`config.mk`:
```
export PLATFORM = sky130hd
export DESIGN_NAME = battery_compensated_pwm_duty_top
export DESIGN_NICKNAME = d
export VERILOG_FILES = /design/src/hw/rtl/bcpd_pkg.sv /design/src/hw/rtl/bcpd_div_cell.sv /design/src/hw/rtl/bcpd_div_chain.sv /design/src/hw/rtl/battery_compensated_pwm_duty_top.sv
export SDC_FILE = /design/constraint.sdc
export NUM_CORES = 2
export LEC_CHECK = 0
export BUFFER_PORTS_ARGS = -buffer_cell sky130_fd_sc_hd__buf_2
export CORE_MARGIN = 5
export CORE_UTILIZATION = 50
export CTS_CLUSTER_SIZE = 20
export DETAILED_ROUTE_END_ITERATION = 8
export PLACE_DENSITY = 0.68
export SYNTH_ARGS = -nofsm -noshare
export SYNTH_HDL_FRONTEND = slang
export SYNTH_SLANG_ARGS = --single-unit
```
`constraint.sdc`:
```
create_clock -name clk -period 5.8 [get_ports clk]
set_input_delay 0.58 -clock clk [delete_from_list [all_inputs] [get_ports clk]]
set_output_delay 0.58 -clock clk [all_outputs]
set_load 0.05 [all_outputs]
```
`src/hw/rtl/bcpd_pkg.sv`:
```
// Package for the battery compensated PWM duty block.
// Holds the field widths and fixed constants used by the top level.
// No dependencies.
package bcpd_pkg;

	localparam int DUTY_W = 8;
	localparam int REF_W  = 6;
	localparam int VCC_W  = 8;
	localparam int PSC_W  = 4;

	// Bandgap voltage in tenths of a volt.
	localparam int BANDGAP_X10 = 11;
	// Full scale of the normalized duty and of the compensated duty.
	localparam logic [VCC_W-1:0] DUTY_FULL = 8'd255;
	// Scaled reciprocal of the full-scale duty: (x * DUTY_FULL_RCP) >> DUTY_FULL_SHIFT
	// equals x / 255 rounded down for every x below 2^32.
	localparam logic [31:0] DUTY_FULL_RCP = 32'h8080_8081;
	localparam int DUTY_FULL_SHIFT = 39;
	// Saturation value of the supply voltage.
	localparam logic [VCC_W-1:0] VCC_SAT = 8'd255;
	// Reset value of the reference voltage register.
	localparam logic [REF_W-1:0] REF_RESET = 6'd42;

	// Width of the duty times reference product.
	localparam int PROD_W = DUTY_W + REF_W;

endpackage

```
`src/hw/rtl/bcpd_div_cell.sv`:
```
// One cell of a restoring divider row: one quotient bit per cell.
// Used by bcpd_div_chain; no package dependencies.
module bcpd_div_cell #(
	parameter int NUM_W  = 14,
	parameter int DEN_W  = 8,
	parameter int SIDE_W = 1
) (
	input  logic              clk,
	input  logic              arst_n,
	input  logic              up_valid,
	output logic              up_ready,
	input  logic [DEN_W-1:0]  up_rem,
	input  logic [NUM_W-1:0]  up_numq,
	input  logic [DEN_W-1:0]  up_den,
	input  logic [SIDE_W-1:0] up_side,
	output logic              dn_valid,
	input  logic              dn_ready,
	output logic [DEN_W-1:0]  dn_rem,
	output logic [NUM_W-1:0]  dn_numq,
	output logic [DEN_W-1:0]  dn_den,
	output logic [SIDE_W-1:0] dn_side
);

	logic              valid_q;
	logic [DEN_W-1:0]  rem_q;
	logic [NUM_W-1:0]  numq_q;
	logic [DEN_W-1:0]  den_q;
	logic [SIDE_W-1:0] side_q;

	logic [DEN_W:0]    shifted;
	logic [DEN_W:0]    diff;
	logic              ge;
	logic [DEN_W-1:0]  rem_next;
	logic [NUM_W-1:0]  numq_next;

	// Bring down the next dividend bit and try to subtract the divisor. The quotient
	// bit shifts into the low end of the dividend register as its top bit leaves.
	always_comb begin
		shifted   = {up_rem, up_numq[NUM_W-1]};
		diff      = shifted - {1'b0, up_den};
		ge        = (shifted >= {1'b0, up_den});
		rem_next  = ge ? diff[DEN_W-1:0] : shifted[DEN_W-1:0];
		numq_next = {up_numq[NUM_W-2:0], ge};
	end

	assign up_ready = !valid_q || dn_ready;

	always_ff @(posedge clk or negedge arst_n) begin
		if (!arst_n) begin
			valid_q <= 1'b0;
		end else if (up_ready) begin
			valid_q <= up_valid;
		end
	end

	always_ff @(posedge clk) begin
		if (up_ready && up_valid) begin
			rem_q  <= rem_next;
			numq_q <= numq_next;
			den_q  <= up_den;
			side_q <= up_side;
		end
	end

	assign dn_valid = valid_q;
	assign dn_rem   = rem_q;
	assign dn_numq  = numq_q;
	assign dn_den   = den_q;
	assign dn_side  = side_q;

endmodule

```
`src/hw/rtl/bcpd_div_chain.sv`:
```
// Row of bcpd_div_cell instances forming a pipelined unsigned divider.
// Depends on bcpd_div_cell; one cell per quotient bit.
module bcpd_div_chain #(
	parameter int NUM_W  = 14,
	parameter int DEN_W  = 8,
	parameter int SIDE_W = 1
) (
	input  logic              clk,
	input  logic              arst_n,
	input  logic              in_valid,
	output logic              in_ready,
	input  logic [NUM_W-1:0]  num,
	input  logic [DEN_W-1:0]  den,
	input  logic [SIDE_W-1:0] in_side,
	output logic              out_valid,
	input  logic              out_ready,
	output logic [NUM_W-1:0]  quo,
	output logic [DEN_W-1:0]  rem,
	output logic [SIDE_W-1:0] out_side
);

	logic [NUM_W:0]    valid_c;
	logic [NUM_W:0]    ready_c;
	logic [DEN_W-1:0]  rem_c  [NUM_W+1];
	logic [NUM_W-1:0]  numq_c [NUM_W+1];
	logic [DEN_W-1:0]  den_c  [NUM_W+1];
	logic [SIDE_W-1:0] side_c [NUM_W+1];

	assign valid_c[0] = in_valid;
	assign in_ready   = ready_c[0];
	assign rem_c[0]   = '0;
	assign numq_c[0]  = num;
	assign den_c[0]   = den;
	assign side_c[0]  = in_side;

	for (genvar i = 0; i < NUM_W; i++) begin : g_cell
		bcpd_div_cell #(
			.NUM_W  (NUM_W),
			.DEN_W  (DEN_W),
			.SIDE_W (SIDE_W)
		) u_cell (
			.clk      (clk),
			.arst_n   (arst_n),
			.up_valid (valid_c[i]),
			.up_ready (ready_c[i]),
			.up_rem   (rem_c[i]),
			.up_numq  (numq_c[i]),
			.up_den   (den_c[i]),
			.up_side  (side_c[i]),
			.dn_valid (valid_c[i+1]),
			.dn_ready (ready_c[i+1]),
			.dn_rem   (rem_c[i+1]),
			.dn_numq  (numq_c[i+1]),
			.dn_den   (den_c[i+1]),
			.dn_side  (side_c[i+1])
		);
	end

	assign ready_c[NUM_W] = out_ready;
	assign out_valid      = valid_c[NUM_W];
	assign quo            = numq_c[NUM_W];
	assign rem            = rem_c[NUM_W];
	assign out_side       = side_c[NUM_W];

endmodule

```
`src/hw/rtl/battery_compensated_pwm_duty_top.sv`:
```
// Top level of the battery compensated PWM duty block.
// Depends on bcpd_pkg and on bcpd_div_chain (rows of bcpd_div_cell).
//
// Channel | Direction | Handshake          | Contents
// s_*     | in        | s_tvalid/s_tready  | one input item per accept
// m_*     | out       | m_tvalid/m_tready  | one result item per input item
// cfg_*   | in        | cfg_we             | reference_volts_x10 register
//
// Every stage is a cell with its own valid bit, so a new item is taken in every cycle
// unless every cell is full under a stalled output, and bubbles close up under a stalled
// output. The stages are ADC_BITS + 4 cells in the supply divider, 14 cells in the
// compensation divider, then the multiplier stage, the reciprocal stage that divides by
// 255 and the output register. Reset clears all valid bits and loads the reference with
// 42. A stall at m_tready ripples back through the cells; s_tready falls only once every cell is full.
module battery_compensated_pwm_duty_top #(
	parameter int ADC_BITS = 10,
	parameter int PWM_BITS = 8
) (
	input  logic clk,
	input  logic arst_n,

	input  logic s_tvalid,
	output logic s_tready,
	// s_tdata, from bit 0 up: adc_reading, normalized_duty, pwm_top, prescale_code.
	input  logic [((ADC_BITS + PWM_BITS + bcpd_pkg::DUTY_W + bcpd_pkg::PSC_W + 7) / 8) * 8 - 1:0]
		s_tdata,

	output logic m_tvalid,
	input  logic m_tready,
	// m_tdata, from bit 0 up: vcc_x10, compare_match, pwm_enable, duty_clamped,
	// clock_select.
	output logic [((bcpd_pkg::VCC_W + PWM_BITS + 2 + bcpd_pkg::PSC_W + 7) / 8) * 8 - 1:0]
		m_tdata,

	input  logic                       cfg_we,
	input  logic [bcpd_pkg::REF_W-1:0] cfg_wdata
);

	import bcpd_pkg::*;

	localparam int OUT_W  = ((VCC_W + PWM_BITS + 2 + PSC_W + 7) / 8) * 8;
	localparam int OUT_F  = VCC_W + PWM_BITS + 2 + PSC_W;
	// The supply dividend 11 << ADC_BITS needs four bits above the ADC width.
	localparam int NUM1_W = ADC_BITS + 4;
	localparam logic [NUM1_W-1:0] NUM1 = NUM1_W'(BANDGAP_X10) << ADC_BITS;
	localparam int MUL_W  = PROD_W + PWM_BITS;
	localparam int RCP_W  = MUL_W + DUTY_FULL_SHIFT;
	localparam int SIDE1_W = PSC_W + PWM_BITS + PROD_W;
	localparam int SIDE2_W = PSC_W + PWM_BITS + VCC_W;

	// Configuration register.
	logic [REF_W-1:0] ref_q;

	always_ff @(posedge clk or negedge arst_n) begin
		if (!arst_n) begin
			ref_q <= REF_RESET;
		end else if (cfg_we) begin
			ref_q <= cfg_wdata;
		end
	end

	// Unpack the input item.
	logic [ADC_BITS-1:0] in_adc;
	logic [DUTY_W-1:0]   in_duty;
	logic [PWM_BITS-1:0] in_top;
	logic [PSC_W-1:0]    in_psc;
	logic [PROD_W-1:0]   in_prod;

	assign in_adc  = s_tdata[ADC_BITS-1:0];
	assign in_duty = s_tdata[ADC_BITS +: DUTY_W];
	assign in_top  = s_tdata[ADC_BITS + DUTY_W +: PWM_BITS];
	assign in_psc  = s_tdata[ADC_BITS + DUTY_W + PWM_BITS +: PSC_W];
	// The duty times reference product is small and rides along with the supply divide.
	assign in_prod = PROD_W'(in_duty) * PROD_W'(ref_q);

	// Supply voltage: (11 << ADC_BITS) / adc_reading. A zero reading produces an
	// all-ones quotient in the restoring divider and so saturates like a large one.
	logic                d1_valid;
	logic                d1_ready;
	logic [NUM1_W-1:0]   d1_quo;
	logic [ADC_BITS-1:0] d1_rem;
	logic [SIDE1_W-1:0]  d1_side;

	bcpd_div_chain #(
		.NUM_W  (NUM1_W),
		.DEN_W  (ADC_BITS),
		.SIDE_W (SIDE1_W)
	) u_div_vcc (
		.clk       (clk),
		.arst_n    (arst_n),
		.in_valid  (s_tvalid),
		.in_ready  (s_tready),
		.num       (NUM1),
		.den       (in_adc),
		.in_side   ({in_psc, in_top, in_prod}),
		.out_valid (d1_valid),
		.out_ready (d1_ready),
		.quo       (d1_quo),
		.rem       (d1_rem),
		.out_side  (d1_side)
	);

	logic [VCC_W-1:0]    d1_vcc;
	logic [PROD_W-1:0]   d1_prod;
	logic [PWM_BITS-1:0] d1_top;
	logic [PSC_W-1:0]    d1_psc;

	assign {d1_psc, d1_top, d1_prod} = d1_side;
	// Anything above 255 saturates.
	assign d1_vcc = (|d1_quo[NUM1_W-1:VCC_W]) ? VCC_SAT : d1_quo[VCC_W-1:0];

	// Compensated duty: duty * reference / vcc. The supply is never zero here.
	logic               d2_valid;
	logic               d2_ready;
	logic [PROD_W-1:0]  d2_quo;
	logic [VCC_W-1:0]   d2_rem;
	logic [SIDE2_W-1:0] d2_side;

	bcpd_div_chain #(
		.NUM_W  (PROD_W),
		.DEN_W  (VCC_W),
		.SIDE_W (SIDE2_W)
	) u_div_adj (
		.clk       (clk),
		.arst_n    (arst_n),
		.in_valid  (d1_valid),
		.in_ready  (d1_ready),
		.num       (d1_prod),
		.den       (d1_vcc),
		.in_side   ({d1_psc, d1_top, d1_vcc}),
		.out_valid (d2_valid),
		.out_ready (d2_ready),
		.quo       (d2_quo),
		.rem       (d2_rem),
		.out_side  (d2_side)
	);

	logic [PWM_BITS-1:0] d2_top;

	assign d2_top = d2_side[VCC_W +: PWM_BITS];

	// Multiplier stage: compensated duty times top, registered before the divide by 255.
	logic               mul_valid_s1;
	logic               mul_ready;
	logic [MUL_W-1:0]   mul_prod_s1;
	logic [SIDE2_W-1:0] mul_side_s1;
	logic               d3_ready;

	assign mul_ready = !mul_valid_s1 || d3_ready;
	assign d2_ready  = mul_ready;

	always_ff @(posedge clk or negedge arst_n) begin
		if (!arst_n) begin
			mul_valid_s1 <= 1'b0;
		end else if (mul_ready) begin
			mul_valid_s1 <= d2_valid;
		end
	end

	always_ff @(posedge clk) begin
		if (mul_ready && d2_valid) begin
			mul_prod_s1 <= MUL_W'(d2_quo) * MUL_W'(d2_top);
			mul_side_s1 <= d2_side;
		end
	end

	// Divide by the full-scale duty of 255 as a multiply by its scaled reciprocal. The
	// constant has only five set bits, so this is a short sum of shifted copies, and the
	// quotient is exact for every product below 2^32.
	logic               rcp_valid_s2;
	logic [MUL_W-1:0]   rcp_quo_s2;
	logic [SIDE2_W-1:0] rcp_side_s2;
	logic [RCP_W-1:0]   rcp_full;
	logic               d3_valid;
	logic               out_ready;
	logic [MUL_W-1:0]   d3_quo;
	logic [SIDE2_W-1:0] d3_side;

	assign rcp_full = RCP_W'(mul_prod_s1) * RCP_W'(DUTY_FULL_RCP);
	assign d3_ready = !rcp_valid_s2 || out_ready;

	always_ff @(posedge clk or negedge arst_n) begin
		if (!arst_n) begin
			rcp_valid_s2 <= 1'b0;
		end else if (d3_ready) begin
			rcp_valid_s2 <= mul_valid_s1;
		end
	end

	always_ff @(posedge clk) begin
		if (d3_ready && mul_valid_s1) begin
			rcp_quo_s2  <= rcp_full[DUTY_FULL_SHIFT +: MUL_W];
			rcp_side_s2 <= mul_side_s1;
		end
	end

	assign d3_valid = rcp_valid_s2;
	assign d3_quo   = rcp_quo_s2;
	assign d3_side  = rcp_side_s2;

	logic [VCC_W-1:0]    d3_vcc;
	logic [PWM_BITS-1:0] d3_top;
	logic [PSC_W-1:0]    d3_psc;
	logic                d3_clamp;
	logic [PWM_BITS-1:0] d3_match;

	assign {d3_psc, d3_top, d3_vcc} = d3_side;

	// Clamp the match to top and flag it; a zero match turns the output off.
	always_comb begin
		d3_clamp = (d3_quo > MUL_W'(d3_top));
		d3_match = d3_clamp ? d3_top : d3_quo[PWM_BITS-1:0];
	end

	// Output register.
	logic             out_valid_s3;
	logic [OUT_F-1:0] out_data_s3;

	assign out_ready = !out_valid_s3 || m_tready;

	always_ff @(posedge clk or negedge arst_n) begin
		if (!arst_n) begin
			out_valid_s3 <= 1'b0;
		end else if (out_ready) begin
			out_valid_s3 <= d3_valid;
		end
	end

	always_ff @(posedge clk) begin
		if (out_ready && d3_valid) begin
			out_data_s3 <= {d3_psc, d3_clamp, (d3_match != '0), d3_match, d3_vcc};
		end
	end

	assign m_tvalid = out_valid_s3;
	assign m_tdata  = OUT_W'(out_data_s3);

endmodule
```
==> impl_results.rst <==
.. list-table::
   :header-rows: 1

   * - Metric
     - Value
   * - Buffers & Inverters on Critical Path
     - 1
   * - Share of the cycle needed by the critical path after routing
     - 0.943
   * - Count of flip-flops with a built-in enable after synthesis
     - 1408
   * - Clk Latency, worst-skew pair
     - approximately 0.75 ns
   * - Cell count after placement
     - ~5.9k
   * - Signed area change from the synthesized netlist to the final layout
     - 11.9%
   * - Crit Path Category
     - reg2reg
   * - Average via count per standard cell
     - about 5.1
   * - Max capacitance violation total
     - 0
   * - Post-synthesis instance area
     - 63900 um2
   * - Crit path capture type
     - register
   * - Level count of the clock H-tree
     - 4
   * - Worst EP required
     - 6.28 ns
   * - Commonest non-fill, non-tap cell in the layout
     - edfxtp_1
   * - Mean area per synthesized cell
     - 15.1 um2
   * - Number of buffers inserted during clock tree synthesis
     - approximately 150
   * - Largest fanout on the critical path
     - 15
   * - Lkg Pwr
     - between 0.02 and 0.03 uW
   * - Top metal layer carrying routed signals
     - met4
   * - Transition time at the pin with the least slew margin
     - 1.20 ns
   * - Cell with the largest stage delay on the worst path
     - edfxtp_1
   * - Post-synthesis xor/xnor area fraction
     - 0.0228
   * - Wire length of the first global-routing pass
     - ~170000 um
   * - Synth async-reset ratio
     - 0.0256
   * - Detailed-routing wirelength on met1
     - about 43000 um
   * - Length of routed met3 wiring
     - around 3100 um
   * - CP most frequent cell
     - fa_1
   * - Final hold violations
     - 0
   * - Overall global routing resource usage
     - 0.150
   * - Antenna cells
     - 0
   * - Remaining global-route overflow
     - 0
   * - Crit path time final
     - around 5.5 ns
   * - Die Width
     - 367 um
   * - Via count of the first global-routing pass
     - 32.7k
   * - Register clock-pin slew on the reported worst setup and hold paths
     - 0.06 ns
   * - Setup violation total in the final timing report
     - 0
   * - Die Y-Extent
     - between 300 and 400 um
   * - Initial cell density of the core
     - 0.502
   * - Final TNS setup
     - 0 ns
   * - Top library cells by usage in the layout, fill and taps aside
     - edfxtp_1, inv_1, ha_1
   * - Met2 WL post-DR
     - approximately 52000 um
   * - Synthesized-area fraction occupied by and/or/nand/nor cells
     - 0.0649
   * - Post-route DRC
     - 0
   * - Pin count of the biggest net entering global routing
     - 60
   * - Final cell count without fillers
     - 6224
   * - Ys Warns
     - 0
   * - Post-synthesis cell type count
     - 78
   * - Unrepaired setup endpoints after global routing
     - false
   * - CTS sink cnt
     - about 1.4k
   * - PnR Total Power
     - around 37000 uW
   * - Multiplexer share of the synthesized area
     - 0.0195
   * - Longest Clk Path Bufs
     - 3
   * - CTS tree
     - yes
   * - 1st-iter DRT viols
     - roughly 1.8k
   * - Routed wire per std cell
     - approximately 16 um
   * - Layout cell share with drive strength beyond 1
     - 0.104
   * - Skew final
     - 0.0365 ns
   * - Pwr Density
     - 514 nW/um2
   * - Peak supply drop
     - ~560 uV
   * - Nets
     - roughly 5.1k
   * - Primary FF master, synth
     - edfxtp_1
   * - Estimated wirelength of the detail-placed design
     - just under 70000 um
   * - Detail Route Antenna Nets
     - 0
   * - I/O pin count
     - 69
   * - Max-slew violation count
     - 0
   * - Synthesis-stage register bit count
     - roughly 1.4k
   * - Core Area
     - about 130000 um2
   * - Arrival time at the worst endpoint
     - 5.95 ns
   * - Routability congestion estimate from global placement
     - 0.813
   * - Number of antenna violations at the first check in global routing
     - 0
   * - Fill cells
     - 9927
   * - Post-synthesis compound-gate area fraction
     - 0.0557
   * - Kind of cell adding the most delay to the critical path
     - adder cells
   * - Post-cts gate resize count
     - 0
   * - Status
     - complete, no violations
   * - Cell count after synthesis
     - 4226
   * - Ordered list of cells on the worst path
     - nand2_1 > fa_1 > inv_1 > fa_1 > fa_1 > fa_1 > ha_1 > or4_1 > o21ai_1 > o21ai_1 > o41a_1 > a211oi_2 > a21oi_1 > xnor2_1
   * - Classification of the worst-slack hold path
     - in2reg
   * - Root buffer selected by CTS
     - clkbuf_16
   * - Wire length after detailed routing
     - about 100000 um
   * - Routed via count
     - about 32k
   * - Share of synthesized area occupied by flip-flops and latches
     - 0.676
   * - Number of cell rows
     - between 100 and 150
   * - Biggest cell delay along the critical path
     - ~0.69 ns
   * - Main combinational cell family by area after synthesis
     - adder cells
   * - Iteration count of the initial detailed-routing pass
     - 7
   * - Core Util, Final
     - 0.562
   * - Share of synthesized cell area in full adder, half adder and majority cells
     - 0.128
   * - Worst slew slack as a fraction of its limit
     - 0.199
   * - Area of the die
     - about 140000 um2
   * - Peak clock frequency supported by timing
     - between 0.15 and 0.2 GHz
   * - Worst Setup Start Kind
     - register
   * - Total of buffers placed on input and output ports
     - 64
Yosys cell counts, drive strengths merged (40+ instances only):
cell | n | share of area
nor2 | 192 | 0.011
a21boi | 42 | 0.0049
nand2b | 66 | 0.0065
a21oi | 191 | 0.015
o21ai | 130 | 0.010
ha | 436 | 0.085
nor2b | 71 | 0.0070
nand4 | 57 | 0.0056
xor2 | 40 | 0.0055
inv | 508 | 0.030
edfxtp | 1408 | 0.66
mux2 | 101 | 0.018
nand2 | 177 | 0.010
and2 | 109 | 0.011
fa | 135 | 0.042
a21o | 77 | 0.0090
xnor2 | 126 | 0.017
worst paths after layout:
check | to | depth (start not counted) | slack, ns | startpoint
worst max-delay path | mul_prod_s1[21] | 14 | 0.33 | u_div_adj.g_cell[13].u_cell.dn_side[15]
worst max register to register | mul_prod_s1[21] | 14 | 0.33 | u_div_adj.g_cell[13].u_cell.dn_side[15]
min in group asynchronous | mul_valid_s1 | 2 | 0.55 | arst_n
worst min-delay path | u_div_vcc.g_cell[0].u_cell.dn_den[1] | 1 | 0.07 | s_tdata[1]
max in group asynchronous | u_div_vcc.g_cell[8].u_cell.dn_valid | 2 | 4.56 | arst_n
worst min register to register | u_div_adj.g_cell[2].u_cell.dn_side[10] | 0 | 0.39 | u_div_adj.g_cell[1].u_cell.dn_side[10]
power breakdown:
part	internal (uW)	switching (uW)	leakage, uW
Clock	5430	3850	0.00233
Combinational	5900	7250	0.0124
Sequential	13600	769	0.0138
Total	24900	11900	0.0286
layout make-up:
class / count / area [um2] / area share
sequential: 1445 / 43200 / 0.604
multi-input combinational: 2228 / 18700 / 0.262
clock buffer: 193 / 3950 / 0.0552
tap: 1662 / 2080 / 0.0291
inverter: 508 / 1910 / 0.0267
clock inverter: 78 / 866 / 0.0121
timing repair buffer: 110 / 731 / 0.0102
state kept, by name (all words and copies together) (netlist names), 15 cells and up:
signal / count
d3_side: 20
u_div_vcc.g_cell.u_cell.dn_den: 130
u_div_adj.g_cell.u_cell.dn_rem: 104
out_data_s3: 22
mul_side_s1: 20
d3_quo: 15
u_div_vcc.g_cell.u_cell.dn_side: 364
u_div_adj.g_cell.u_cell.dn_side: 189
u_div_adj.g_cell.u_cell.dn_numq: 196
mul_prod_s1: 22
u_div_vcc.g_cell.u_cell.dn_numq: 105
u_div_adj.g_cell.u_cell.dn_den: 91
u_div_vcc.g_cell.u_cell.dn_rem: 130
metrics by stage:
stage | instance area [um2] | hold slack [ns] | worst slack [ns]
floorplan | 63900 | 0.284 | 0.0176
global placement | 66400 | 0.400 | 0.500
detailed placement | 66400 | 0.405 | 0.337
CTS | 71500 | 0.000553 | 0.316
global route | 71500 | 0.0230 | 0.0669
finish | 71500 | 0.0665 | 0.333
layer usage:
| layer | vias to the layer above | global-route usage |
|---|---|---|
| met3 | 166 | 0.0261 |
| met2 | 421 | 0.267 |
| met1 | 15600 | 0.189 |
| li1 | 15700 | - |
| met4 | 0 | 0.0434 |
| met5 | - | 0 |
cells by family after synthesis:
family | Yosys count
flip-flops | 1445
AND/OR/NAND/NOR | 811
adder cells (fa/ha/maj) | 571
AO/OA/AOI/OAI | 566
buffers and inverters | 554
XOR/XNOR | 166
multiplexers | 112
other | 1
repair_timing:
| item | 4_1_cts | 5_1_grt |
|---|---|---|
| endpoints found under the hold margin | 31 | 0 |
| hold buffers | 26 | 0 |
| setup buffers | 0 | 0 |
No activity file was read; power rests on OpenSTA's default activity.
